$ cat src/hdl/tcfd_pkg.sv
// Shared types, codes and constants of the tone command frame decoder.
package tcfd_pkg;

    localparam int NUM_CHANNELS = 8;

    localparam int BYTE_W    = 8;
    localparam int CODE_W    = 7;
    localparam int KIND_W    = 2;
    localparam int CHAN_W    = 3;
    localparam int VALUE_W   = 14;
    localparam int HP_W      = 19;

    localparam int FIRST_CHANNEL_ACTION = 12;
    localparam int HALF_PERIOD_NUM      = 500000;

    localparam int Q_DEPTH = 2;
    localparam int QPTR_W  = (Q_DEPTH > 1) ? $clog2(Q_DEPTH) : 1;
    localparam int QCNT_W  = $clog2(Q_DEPTH + 1);

    localparam int DIV_STEPS = HP_W;
    localparam int DCNT_W    = $clog2(DIV_STEPS);

    localparam logic [CODE_W-1:0] ACT_REINIT = 7'd0;
    localparam logic [CODE_W-1:0] ACT_ENABLE = 7'd1;

    localparam logic [KIND_W-1:0] KIND_REINIT = 2'd0;
    localparam logic [KIND_W-1:0] KIND_ENABLE = 2'd1;
    localparam logic [KIND_W-1:0] KIND_STOP   = 2'd2;
    localparam logic [KIND_W-1:0] KIND_PLAY   = 2'd3;

    typedef struct packed {
        logic [KIND_W-1:0]  kind;
        logic [CHAN_W-1:0]  channel;
        logic [VALUE_W-1:0] value;
    } cmd_t;

endpackage

$ cat src/hdl/tcfd_front.sv
// Frame parser that assembles three-byte frames and classifies them into commands.
module tcfd_front
    import tcfd_pkg::*;
(
    input  logic              clk,
    input  logic              rst_n,
    input  logic              accept,
    input  logic [BYTE_W-1:0] rx_byte,
    output logic              cmd_push,
    output cmd_t              cmd
);

    localparam logic [1:0] PH_HUNT = 2'd0;
    localparam logic [1:0] PH_ACT  = 2'd1;
    localparam logic [1:0] PH_DATA = 2'd2;

    logic [1:0]        phase_reg, phase_next;
    logic [CODE_W-1:0] act_reg, act_next;
    logic [CODE_W-1:0] first_reg, first_next;

    logic               is_action;
    logic [CODE_W-1:0]  act_off;
    logic               is_channel;
    logic               is_known;
    logic [VALUE_W-1:0] value;

    assign is_action = rx_byte[BYTE_W-1];
    assign act_off   = act_reg - CODE_W'(FIRST_CHANNEL_ACTION);
    assign is_channel = (act_reg >= CODE_W'(FIRST_CHANNEL_ACTION))
                     && (act_off < CODE_W'(NUM_CHANNELS));
    assign is_known  = (act_reg == ACT_REINIT) || (act_reg == ACT_ENABLE) || is_channel;

    assign value = ({first_reg, 7'd0} - VALUE_W'(first_reg)) + VALUE_W'(rx_byte[CODE_W-1:0]);

    always_comb
    begin
        cmd.value   = value;
        cmd.channel = '0;
        if (act_reg == ACT_REINIT)
        begin
            cmd.kind = KIND_REINIT;
        end
        else if (act_reg == ACT_ENABLE)
        begin
            cmd.kind = KIND_ENABLE;
        end
        else
        begin
            cmd.channel = act_off[CHAN_W-1:0];
            cmd.kind    = (value == '0) ? KIND_STOP : KIND_PLAY;
        end
    end

    assign cmd_push = accept && (phase_reg == PH_DATA) && !is_action && is_known;

    always_comb
    begin
        phase_next = phase_reg;
        act_next   = act_reg;
        first_next = first_reg;
        if (accept)
        begin
            unique case (phase_reg)
                PH_ACT:
                begin
                    if (is_action)
                    begin
                        phase_next = PH_HUNT;
                    end
                    else
                    begin
                        first_next = rx_byte[CODE_W-1:0];
                        phase_next = PH_DATA;
                    end
                end
                PH_DATA:
                begin
                    phase_next = PH_HUNT;
                end
                default:
                begin
                    if (is_action)
                    begin
                        act_next   = rx_byte[CODE_W-1:0];
                        phase_next = PH_ACT;
                    end
                    else
                    begin
                        phase_next = PH_HUNT;
                    end
                end
            endcase
        end
    end

    always_ff @(posedge clk or negedge rst_n)
    begin
        if (!rst_n)
        begin
            phase_reg <= PH_HUNT;
            act_reg   <= '0;
            first_reg <= '0;
        end
        else
        begin
            phase_reg <= phase_next;
            act_reg   <= act_next;
            first_reg <= first_next;
        end
    end

endmodule

$ cat src/hdl/tcfd_queue.sv
// Short command queue between the frame parser and the command executor.
module tcfd_queue
    import tcfd_pkg::*;
(
    input  logic clk,
    input  logic rst_n,
    input  logic wr_en,
    input  cmd_t wr_cmd,
    output logic full,
    input  logic rd_en,
    output logic nonempty,
    output cmd_t rd_cmd
);

    cmd_t              slot_reg [Q_DEPTH];
    logic [QPTR_W-1:0] wr_ptr_reg, wr_ptr_next;
    logic [QPTR_W-1:0] rd_ptr_reg, rd_ptr_next;
    logic [QCNT_W-1:0] count_reg, count_next;

    logic do_wr;
    logic do_rd;

    assign full     = (count_reg == QCNT_W'(Q_DEPTH));
    assign nonempty = (count_reg != '0);
    assign rd_cmd   = slot_reg[rd_ptr_reg];
    assign do_wr    = wr_en && !full;
    assign do_rd    = rd_en && nonempty;

    always_comb
    begin
        wr_ptr_next = wr_ptr_reg;
        rd_ptr_next = rd_ptr_reg;
        count_next  = count_reg;
        if (do_wr)
        begin
            wr_ptr_next = (wr_ptr_reg == QPTR_W'(Q_DEPTH - 1)) ? '0 : wr_ptr_reg + 1'b1;
        end
        if (do_rd)
        begin
            rd_ptr_next = (rd_ptr_reg == QPTR_W'(Q_DEPTH - 1)) ? '0 : rd_ptr_reg + 1'b1;
        end
        if (do_wr && !do_rd)
        begin
            count_next = count_reg + 1'b1;
        end
        else if (do_rd && !do_wr)
        begin
            count_next = count_reg - 1'b1;
        end
    end

    always_ff @(posedge clk)
    begin
        if (do_wr)
        begin
            slot_reg[wr_ptr_reg] <= wr_cmd;
        end
    end

    always_ff @(posedge clk or negedge rst_n)
    begin
        if (!rst_n)
        begin
            wr_ptr_reg <= '0;
            rd_ptr_reg <= '0;
            count_reg  <= '0;
        end
        else
        begin
            wr_ptr_reg <= wr_ptr_next;
            rd_ptr_reg <= rd_ptr_next;
            count_reg  <= count_next;
        end
    end

endmodule

$ cat src/hdl/tcfd_back.sv
// Command executor with a bit-serial half-period divider and the result register.
module tcfd_back
    import tcfd_pkg::*;
(
    input  logic              clk,
    input  logic              rst_n,
    input  logic              cmd_valid,
    input  cmd_t              cmd,
    output logic              cmd_take,
    output logic              empty,
    input  logic              pop,
    output logic [KIND_W-1:0] kind,
    output logic [CHAN_W-1:0] channel,
    output logic              enable_all,
    output logic [HP_W-1:0]   half_period
);

    localparam logic ST_IDLE = 1'b0;
    localparam logic ST_DIV  = 1'b1;

    logic               state_reg, state_next;
    logic               out_valid_reg, out_valid_next;
    logic [DCNT_W-1:0]  cnt_reg, cnt_next;
    logic [VALUE_W-1:0] div_reg, div_next;
    logic [VALUE_W-1:0] rem_reg, rem_next;
    logic [HP_W-1:0]    qd_reg, qd_next;
    logic [KIND_W-1:0]  kind_reg, kind_next;
    logic [CHAN_W-1:0]  chan_reg, chan_next;
    logic               en_reg, en_next;
    logic [HP_W-1:0]    hp_reg, hp_next;

    logic               slot_free;
    logic [VALUE_W:0]   rem_sh;
    logic               ge;

    assign slot_free = !out_valid_reg || pop;
    assign cmd_take  = (state_reg == ST_IDLE) && cmd_valid && slot_free;
    assign rem_sh    = {rem_reg, qd_reg[HP_W-1]};
    assign ge        = rem_sh >= {1'b0, div_reg};

    always_comb
    begin
        state_next     = state_reg;
        out_valid_next = out_valid_reg;
        cnt_next       = cnt_reg;
        div_next       = div_reg;
        rem_next       = rem_reg;
        qd_next        = qd_reg;
        kind_next      = kind_reg;
        chan_next      = chan_reg;
        en_next        = en_reg;
        hp_next        = hp_reg;
        if (out_valid_reg && pop)
        begin
            out_valid_next = 1'b0;
        end
        unique case (state_reg)
            ST_IDLE:
            begin
                if (cmd_take)
                begin
                    kind_next = cmd.kind;
                    chan_next = cmd.channel;
                    en_next   = (cmd.kind == KIND_ENABLE) && (cmd.value != '0);
                    hp_next   = '0;
                    if (cmd.kind == KIND_PLAY)
                    begin
                        div_next   = cmd.value;
                        rem_next   = '0;
                        qd_next    = HP_W'(HALF_PERIOD_NUM);
                        cnt_next   = DCNT_W'(DIV_STEPS - 1);
                        state_next = ST_DIV;
                    end
                    else
                    begin
                        out_valid_next = 1'b1;
                    end
                end
            end
            ST_DIV:
            begin
                rem_next = ge ? VALUE_W'(rem_sh - {1'b0, div_reg}) : rem_sh[VALUE_W-1:0];
                qd_next  = {qd_reg[HP_W-2:0], ge};
                cnt_next = cnt_reg - 1'b1;
                if (cnt_reg == '0)
                begin
                    hp_next        = {qd_reg[HP_W-2:0], ge};
                    out_valid_next = 1'b1;
                    state_next     = ST_IDLE;
                end
            end
        endcase
    end

    always_ff @(posedge clk)
    begin
        cnt_reg  <= cnt_next;
        div_reg  <= div_next;
        rem_reg  <= rem_next;
        qd_reg   <= qd_next;
        kind_reg <= kind_next;
        chan_reg <= chan_next;
        en_reg   <= en_next;
        hp_reg   <= hp_next;
    end

    always_ff @(posedge clk or negedge rst_n)
    begin
        if (!rst_n)
        begin
            state_reg     <= ST_IDLE;
            out_valid_reg <= 1'b0;
        end
        else
        begin
            state_reg     <= state_next;
            out_valid_reg <= out_valid_next;
        end
    end

    assign empty       = !out_valid_reg;
    assign kind        = kind_reg;
    assign channel     = chan_reg;
    assign enable_all  = en_reg;
    assign half_period = hp_reg;

endmodule

$ cat src/hdl/tone_command_frame_decoder_top.sv
// Top level of the tone command frame decoder: parser, command queue and executor.
// Bytes are taken one per cycle while the command queue has room.
// A reinit, enable or stop result passes from the command queue to the result register.
// A play result passes from the command queue through the 19-step divider to the result register.
// The executor takes no new command while a play command is in its divider.
// Reset returns the parser to hunting for an action byte and empties the command queue and result register.
module tone_command_frame_decoder_top
    import tcfd_pkg::*;
(
    input  logic              clk,
    input  logic              rst_n,
    input  logic [BYTE_W-1:0] rx_byte,
    input  logic              push,
    output logic              full,
    output logic [KIND_W-1:0] kind,
    output logic [CHAN_W-1:0] channel,
    output logic              enable_all,
    output logic [HP_W-1:0]   half_period,
    output logic              empty,
    input  logic              pop
);

    logic accept;
    logic cmd_push;
    cmd_t front_cmd;
    logic q_nonempty;
    cmd_t q_cmd;
    logic cmd_take;

    assign accept = push && !full;

    tcfd_front u_front (
        .clk      (clk),
        .rst_n    (rst_n),
        .accept   (accept),
        .rx_byte  (rx_byte),
        .cmd_push (cmd_push),
        .cmd      (front_cmd)
    );

    tcfd_queue u_queue (
        .clk      (clk),
        .rst_n    (rst_n),
        .wr_en    (cmd_push),
        .wr_cmd   (front_cmd),
        .full     (full),
        .rd_en    (cmd_take),
        .nonempty (q_nonempty),
        .rd_cmd   (q_cmd)
    );

    tcfd_back u_back (
        .clk         (clk),
        .rst_n       (rst_n),
        .cmd_valid   (q_nonempty),
        .cmd         (q_cmd),
        .cmd_take    (cmd_take),
        .empty       (empty),
        .pop         (pop),
        .kind        (kind),
        .channel     (channel),
        .enable_all  (enable_all),
        .half_period (half_period)
    );

    a_play_has_period: assert property (@(posedge clk) disable iff (!rst_n)
        (!empty && kind == KIND_PLAY) |-> (half_period != '0))
        else $error("play transaction carries a zero half period");

    a_period_only_play: assert property (@(posedge clk) disable iff (!rst_n)
        (!empty && kind != KIND_PLAY) |-> (half_period == '0))
        else $error("non-play transaction carries a half period");

    a_enable_only_global: assert property (@(posedge clk) disable iff (!rst_n)
        (!empty && kind != KIND_ENABLE) |-> !enable_all)
        else $error("enable flag set on a non-enable transaction");

    a_channel_zero_global: assert property (@(posedge clk) disable iff (!rst_n)
        (!empty && (kind == KIND_REINIT || kind == KIND_ENABLE)) |-> (channel == '0))
        else $error("global transaction carries a channel");

endmodule

$ cat config.mk
export PLATFORM = sky130hd
export DESIGN_NAME = tone_command_frame_decoder_top
export DESIGN_NICKNAME = d
export VERILOG_FILES = /design/src/hdl/tcfd_pkg.sv /design/src/hdl/tcfd_front.sv /design/src/hdl/tcfd_queue.sv /design/src/hdl/tcfd_back.sv /design/src/hdl/tone_command_frame_decoder_top.sv
export SDC_FILE = /design/constraint.sdc
export NUM_CORES = 1
export LEC_CHECK = 0
export BUFFER_PORTS_ARGS = -buffer_cell sky130_fd_sc_hd__buf_2
export CAP_MARGIN = 5
export CORE_ASPECT_RATIO = 0.7
export CORE_MARGIN = 1.5
export CORE_UTILIZATION = 42
export DETAILED_ROUTE_END_ITERATION = 12
export PLACE_DENSITY = 0.63
export SLEW_MARGIN = 20
export SYNTH_ARGS = -nofsm -noshare
export SYNTH_HDL_FRONTEND = slang
export SYNTH_SLANG_ARGS = --single-unit
$ cat constraint.sdc
create_clock -name clk -period 11.2 [get_ports clk]
set_input_delay 2.24 -clock clk [delete_from_list [all_inputs] [get_ports clk]]
set_output_delay 2.24 -clock clk [all_outputs]
set_load 0.02 [all_outputs]
==> results of run 1 <==
area by class of cell:
class                   instances  area share (%)
flip-flops and latches        137           52.77
multi-input cells             319           30.72
clock buffers                  24           6.349
repair buffers                 43           3.265
well taps                     195           3.216
inverters                      43           2.127
clock inverters                 8           1.550
stage by stage:
step / hold WS, ps / utilization, % / instances
final: 493.2 / 50.74 / 769
after global routing: 512.7 / 50.74 / 769
after CTS: 490.3 / 50.54 / 768
after detailed placement: 476.8 / 46.53 / 736
after global placement: 471.4 / 46.53 / 736
after floorplan: 455.5 / - / 513
worst reg2reg max path, stage by stage (launching register included):
cell	delay [ps]
dfrtp_1	350
buf_4	220
nor3_1	810
inv_1	360
o21ai_4	670
buf_16	240
cells by family (layout without fill, tap and decap cells):
kind of cell | Yosys count | in the layout | share of synthesized area [%]
AOI/OAI and AO/OA | 92 | 92 | 9.368
DFF | 137 | 137 | 61.17
adders and majority gates | 29 | 29 | 5.773
and+or+nand+nor | 145 | 145 | 11.87
xor gates and xnor gates | 22 | 22 | 3.059
buffers and inverters | 57 | 118 | 3.422
muxes | 31 | 31 | 5.334
routing by layer:
layer | part of all wire (%) | vias to the layer above | track usage (%)
met1 | 51 | 1999 | 22.55
met2 | 43 | 87 | 24.40
met4 | 1.3 | 0 | 5.964
met5 | 0 | - | 0
li1 | - | 1994 | -
met3 | 4.2 | 13 | 4.952
worst paths after layout:
check | slack [ps] | cells past startpoint | endpoint
worst max register to register | 8240 | 5 | u_back.rem_reg[12]
max in group asynchronous | 9020 | 1 | u_front.act_reg[4]
worst max-delay path | 6920 | 6 | u_back.rem_reg[12]
worst min-delay path | 490 | 1 | u_queue.wr_ptr_reg
min in group asynchronous | 1810 | 1 | u_back.state_reg
worst min register to register | 490 | 1 | u_queue.wr_ptr_reg
power by group through the flow:
stage / Clock (mW) / Sequential [mW] / Combinational [mW]
floorplan: 0 / 0.943 / 0.643
global placement: 0 / 0.924 / 0.864
detailed placement: 0 / 0.930 / 0.885
CTS: 0.572 / 0.924 / 0.892
global route: 0.594 / 0.942 / 1.01
finish: 0.560 / 0.921 / 0.901
placed cells by master (no fill, tap or decap), types with 5 or more instances in the layout:
| cell type | netlist | final |
|---|---|---|
| edfxtp_1 | 115 | 115 |
| inv_1 | 42 | 42 |
| buf_2 | 2 | 38 |
| mux2_2 | 30 | 30 |
| ha_1 | 27 | 27 |
| nand2_1 | 24 | 24 |
| dfrtp_1 | 22 | 22 |
| a21oi_1 | 21 | 21 |
| nor2_1 | 21 | 20 |
| and2_1 | 20 | 20 |
| clkbuf_16 | 0 | 17 |
| nand3_1 | 16 | 16 |
| o21ai_0 | 16 | 15 |
| nand2b_1 | 15 | 15 |
| nor3_1 | 14 | 14 |
| xnor2_1 | 14 | 14 |
| o211ai_1 | 8 | 8 |
| o21ai_1 | 8 | 8 |
| nor2b_1 | 7 | 7 |
| and3_1 | 7 | 7 |
| xor2_1 | 7 | 7 |
| a211oi_1 | 5 | 5 |
| o21a_1 | 5 | 5 |
==> results_dict.tcl, run 1 <==
set metrics [dict create \
    largest_reg_flops 38 \
    synth.top_cells.by_count "115 x edfxtp_1, 42 x inv_1, 30 x mux2_2, 27 x ha_1, 24 x nand2_1" \
    cp_max_fo 20 \
    drive_gt1_share_pct 19.51 \
    cts_sinks 137 \
    startpoint "pop" \
    clk_latency_ps 410 \
    p_leak_nw 2.969 \
    synth_cell_types 57 \
    cp-end-kind "flop" \
    hold_class "reg -> reg" \
    syn_inst 513 \
    worstReg2RegStart "u_back.state_reg" \
    multi_input_area_um2 2331 \
    diodes 0 \
    syn_area_um2 6545 \
    die_h_um 107.4 \
    first_iter_violations 313 \
    fin_crit_ps 4284 \
    ys.flop_type "edfxtp_1" \
    yosys_warnings 0 \
    critical_path_buf_inv_count 3 \
    grt_antenna_before_repair 0 \
    worst_slack_ps 6916 \
    ctsResizeCount 0 \
    ant_nets 0 \
    vias_per_cell 5.322 \
    fmaxAchievable_mhz 233.4 \
    drtPass1Iterations 5 \
    root_buffer "clkbuf_16" \
    ys_seq_area_share_pct 61.17 \
    drcViolationCount 0 \
    globalplace.congestion 0.8338 \
    cts_tree "yes" \
    grt-ovfl-total 0 \
    ctsHoldBuffers 0 \
    slew_violations 0 \
    synth_edf_count 115 \
    port_buffers 38 \
    p_sw_mw 0.8302 \
    placeableCoreArea_um2 14950 \
    die_area_um2 16350 \
    h-tree-depth 4 \
    cp_slowest_cell "nor3_1" \
    rows 37 \
    power.total_mw 2.383 \
    path_cells "buf_2 -> nor2_1 -> nor3_1 -> inv_1 -> o21ai_4 -> buf_16" \
    synth_area_per_cell_um2 12.76 \
    setup_viol 0 \
    power_density_nw_per_um2 314.0 \
    nNetsFinal 602 \
    placed_area_um2 6958 \
    maxCapViolCount 0 \
    detail_route.wirelength_um 12350 \
    combPwrFrac_pct 37.8 \
    slew_headroom_pct 36.56 \
    grt_pass1_wl_um 20530 \
    final.fill_count 1291 \
    clockBufferDepth 2 \
    finalHoldViolCount 0 \
    switching_share_pct 34.85 \
    cts_made_buffers 17 \
    async_flop_share_pct 16.06 \
    grt_usage_pct 16.34 \
    peakVddDrop_v 0.0001774 \
    area.sequential_um2 4004 \
    internal_power_mw 1.552 \
    io_pins 39 \
    synth_area_leaders "edfxtp_1 53%, dfrtp_1 8.4%, ha_1 5.2%" \
    worstMarginPinSlew_ps 944.4 \
    worstSetupPathType "in -> reg" \
    avgRoutedWirePerCell_um 16.06 \
    synthMostInstantiatedCell "edfxtp_1" \
    area.growth.synth_to_final_pct 15.92 \
    initial_core_util_pct 43.77 \
    hold_path_startpoint "u_queue.wr_ptr_reg" \
    dp_hpwl_um 8702 \
    seqPwrFrac_pct 38.7 \
    worst_ep_arrival_time_ps 4400 \
    die_w_um 152.2 \
    critical-path-top-delay-family "simple AND/OR/NAND/NOR gates" \
    synth_area_leader_cell "edfxtp_1" \
    slowest_delay_ps 760 \
    crit_required_ps 11320 \
    vias 4093 \
    fin_setup_tns_ps 0 \
    clkPwrFrac_pct 23.5 \
    fin_skew_ps 8.613 \
    synth.top_cell.area_share_pct 52.76 \
    status "finished, final reports clean" \
    start_kind "primary input" \
    grt_max_degree 39 \
    fin_crit_sh_pct 38.25 \
    path_clk_slew_ps 50 \
    syn_nets 554 \
    ys_seq_elements 137 \
    rsz0062_at_grt "false" \
    cts_setup_buffers 0 \
    final_area_um2 7587 \
    pre_cts_ws_ps 6224 \
    grt_pass1_vias 4105 \
]
(Power assumes the default switching activity.)
==> inputs of run 2 (changes only) <==
Settings changed: ABC_AREA set to 1.
Clock period 11.2 ns to 4.28 ns, I/O delays scaled along.
==> run 2 against run 1 <==
Against the previous run: wire length grew 9.4%; die area rose by 2.1%; area after synthesis grew 2.1%; critical path depth rose by 4; clock skew up 4.7 ps; global-route usage up 1.2 points; cell count increased by 22%; register-to-register slack worse by 6800 ps; combinational power rose to 2.8 times the previous value; critical path type is now reg -> reg.
==> results_dict.tcl, run 2 <==
set metrics [dict create \
    hold_class "in -> async" \
    slew_headroom_pct 45.85 \
    ys_seq_area_share_pct 59.90 \
    cp_slowest_cell "dfrtp_1" \
    synth_cell_types 39 \
    power.total_mw 6.335 \
    cts_sinks 137 \
    fin_crit_sh_pct 66.25 \
    path_clk_slew_ps 60 \
    die_area_um2 16690 \
    cts_setup_buffers 0 \
    synth_edf_count 115 \
    nNetsFinal 766 \
    grt-ovfl-total 0 \
    worst_ep_arrival_time_ps 2880 \
    globalplace.congestion 0.9500 \
    grt_max_degree 46 \
    slowest_delay_ps 660 \
    maxCapViolCount 0 \
    finalHoldViolCount 0 \
    fin_util_pct 49.44 \
    avgRoutedWirePerCell_um 14.40 \
    area.growth.synth_to_final_pct 15.01 \
    detail_route.wirelength_um 13510 \
    initial_core_util_pct 42.99 \
    io_pins 39 \
    drcViolationCount 0 \
    fin_crit_ps 2836 \
    ctsResizeCount 0 \
    worstSetupPathType "reg -> reg" \
    grt_antenna_before_repair 0 \
    placeableCoreArea_um2 15550 \
    grt_pass1_vias 4472 \
    die_h_um 108.5 \
    power_density_nw_per_um2 824.1 \
    cp-end-kind "flop" \
    fin_skew_ps 13.31 \
    routed.top_layer "met4" \
    synth_area_leaders "edfxtp_1 52%, nand2_1 10%, dfrtp_1 8.2%" \
    synth_area_leader_cell "edfxtp_1" \
    rsz0062_at_grt "false" \
    ys_seq_elements 137 \
    drtPass1Iterations 5 \
    synth_area_per_cell_um2 9.887 \
    grt_pass1_wl_um 22370 \
    diodes 0 \
    root_buffer "clkbuf_16" \
    grt_usage_pct 17.51 \
    cp_max_fo 38 \
    pre_cts_ws_ps 1329 \
    ctsHoldBuffers 0 \
    rows 38 \
    fin_setup_tns_ps 0 \
    ys.flop_type "edfxtp_1" \
    largest_reg_flops 38 \
    path_cells "inv_2 -> or2_2 -> o21ai_0 -> nor2_1 -> inv_1 -> nor2_1 -> buf_4 -> inv_2 -> nand2_1 -> buf_4" \
    status "finished, final reports clean" \
    first_iter_violations 406 \
    p_leak_nw 3.480 \
    setup_viol 0 \
    vias 4644 \
    final_cell_mix "180 x nand2_1, 115 x edfxtp_1, 96 x inv_1" \
    clk_latency_ps 420 \
    clockBufferDepth 2 \
    synth.top_cell.area_share_pct 51.67 \
    yosys_warnings 0 \
    dp_hpwl_um 9744 \
    cts_tree "yes" \
    h-tree-depth 4 \
    syn_area_um2 6684 \
    worstMarginPinSlew_ps 810.3 \
    crit_required_ps 4330 \
    vias_per_cell 4.951 \
    met3_length_um 683 \
    synthMostInstantiatedCell "nand2_1" \
    die_w_um 153.8 \
    port_buffers 38 \
    synth.top_cells.by_count "180 x nand2_1, 115 x edfxtp_1, 96 x inv_1, 60 x nor2_1, 32 x o21ai_0" \
    syn_nets 717 \
    async_flop_share_pct 16.06 \
    drive_gt1_share_pct 12.87 \
    dr_wl_met2_um 5675 \
    ant_nets 0 \
    peakVddDrop_v 0.0003750 \
    syn_inst 676 \
    cts_made_buffers 17 \
    start_kind "flop" \
    final_common_cell "nand2_1" \
    met1_length_um 6989 \
    slew_violations 0 \
    fmaxAchievable_mhz 352.7 \
    worst_slack_ps 1444 \
]
-- run 2: changes by cell type in the layout (fill, tap and decap cells not counted), sizes merged, moves of 15 or more --
cell / delta
nand2b: -15
nand3: +16
inv: +64
and2: -20
nor2: +39
o21ai: +17
nand2: +157
mux2: -31
-- run 2: logic make-up (layout without fill, tap and decap cells) --
| logic type | after synthesis | count (layout) | synth area share [%] |
|---|---|---|---|
| simple gates | 301 | 301 | 18.91 |
| flops | 137 | 137 | 59.90 |
| buf+inv | 111 | 173 | 6.421 |
| compound gates | 82 | 82 | 7.020 |
| fa+ha+maj | 29 | 29 | 5.653 |
| xor+xnor | 16 | 16 | 2.097 |
-- run 2: worst paths after layout --
path / startpoint / cells past startpoint / to / slack, ps
min reg2reg: u_queue.slot_reg[0][14] / 2 / u_back.channel[0] / 520
min in group clk: u_queue.slot_reg[0][14] / 2 / u_back.channel[0] / 520
max in group asynchronous: rst_n / 1 / u_front.first_reg[4] / 3520
min: rst_n / 1 / u_queue.wr_ptr_reg / 410
max reg2reg: u_queue.rd_ptr_reg / 10 / u_back.qd_reg[0] / 1440
max: u_queue.rd_ptr_reg / 10 / u_back.qd_reg[0] / 1440
-- run 2: routing by layer --
layer | global-route usage, % | up-vias
met2 | 25.21 | 112
met4 | 5.617 | 0
met1 | 25.89 | 2169
li1 | - | 2350
met5 | 0 | -
met3 | 4.329 | 13
-- run 2: cell type report --
type,instances,area (µm²)
flip-flops and latches,137,4004
well taps,200,250.2
repair buffers,43,227.7
inverters,98,367.9
multi-input cells,428,2251
clock inverters,12,97.59
clock buffers,20,489.2
fillers,1381,7860
-- run 2: through the flow --
step,cells,area [µm²],hold slack (ps)
6_report,938,7687,406.1
5_1_grt,938,7687,427.7
4_1_cts,938,7687,409.4
3_5_place_dp,906,7101,496.9
3_3_place_gp,906,7101,487.9
2_1_floorplan,676,6684,469.1
-- run 2: power breakdown --
part | internal [mW] | switching, mW | total (mW) | leakage (nW)
Combinational | 0.824 | 1.72 | 2.55 | 1.81
Clock | 0.841 | 0.576 | 1.42 | 0.295
Sequential | 2.14 | 0.229 | 2.37 | 1.37
Total | 3.81 | 2.53 | 6.34 | 3.48
-- run 2: critical path: cells and delay by family (launching register included) --
family          cells  cell delay, ps
flops               1             660
simple gates        4             460
buf+inv             5            1210
compound gates      1             110
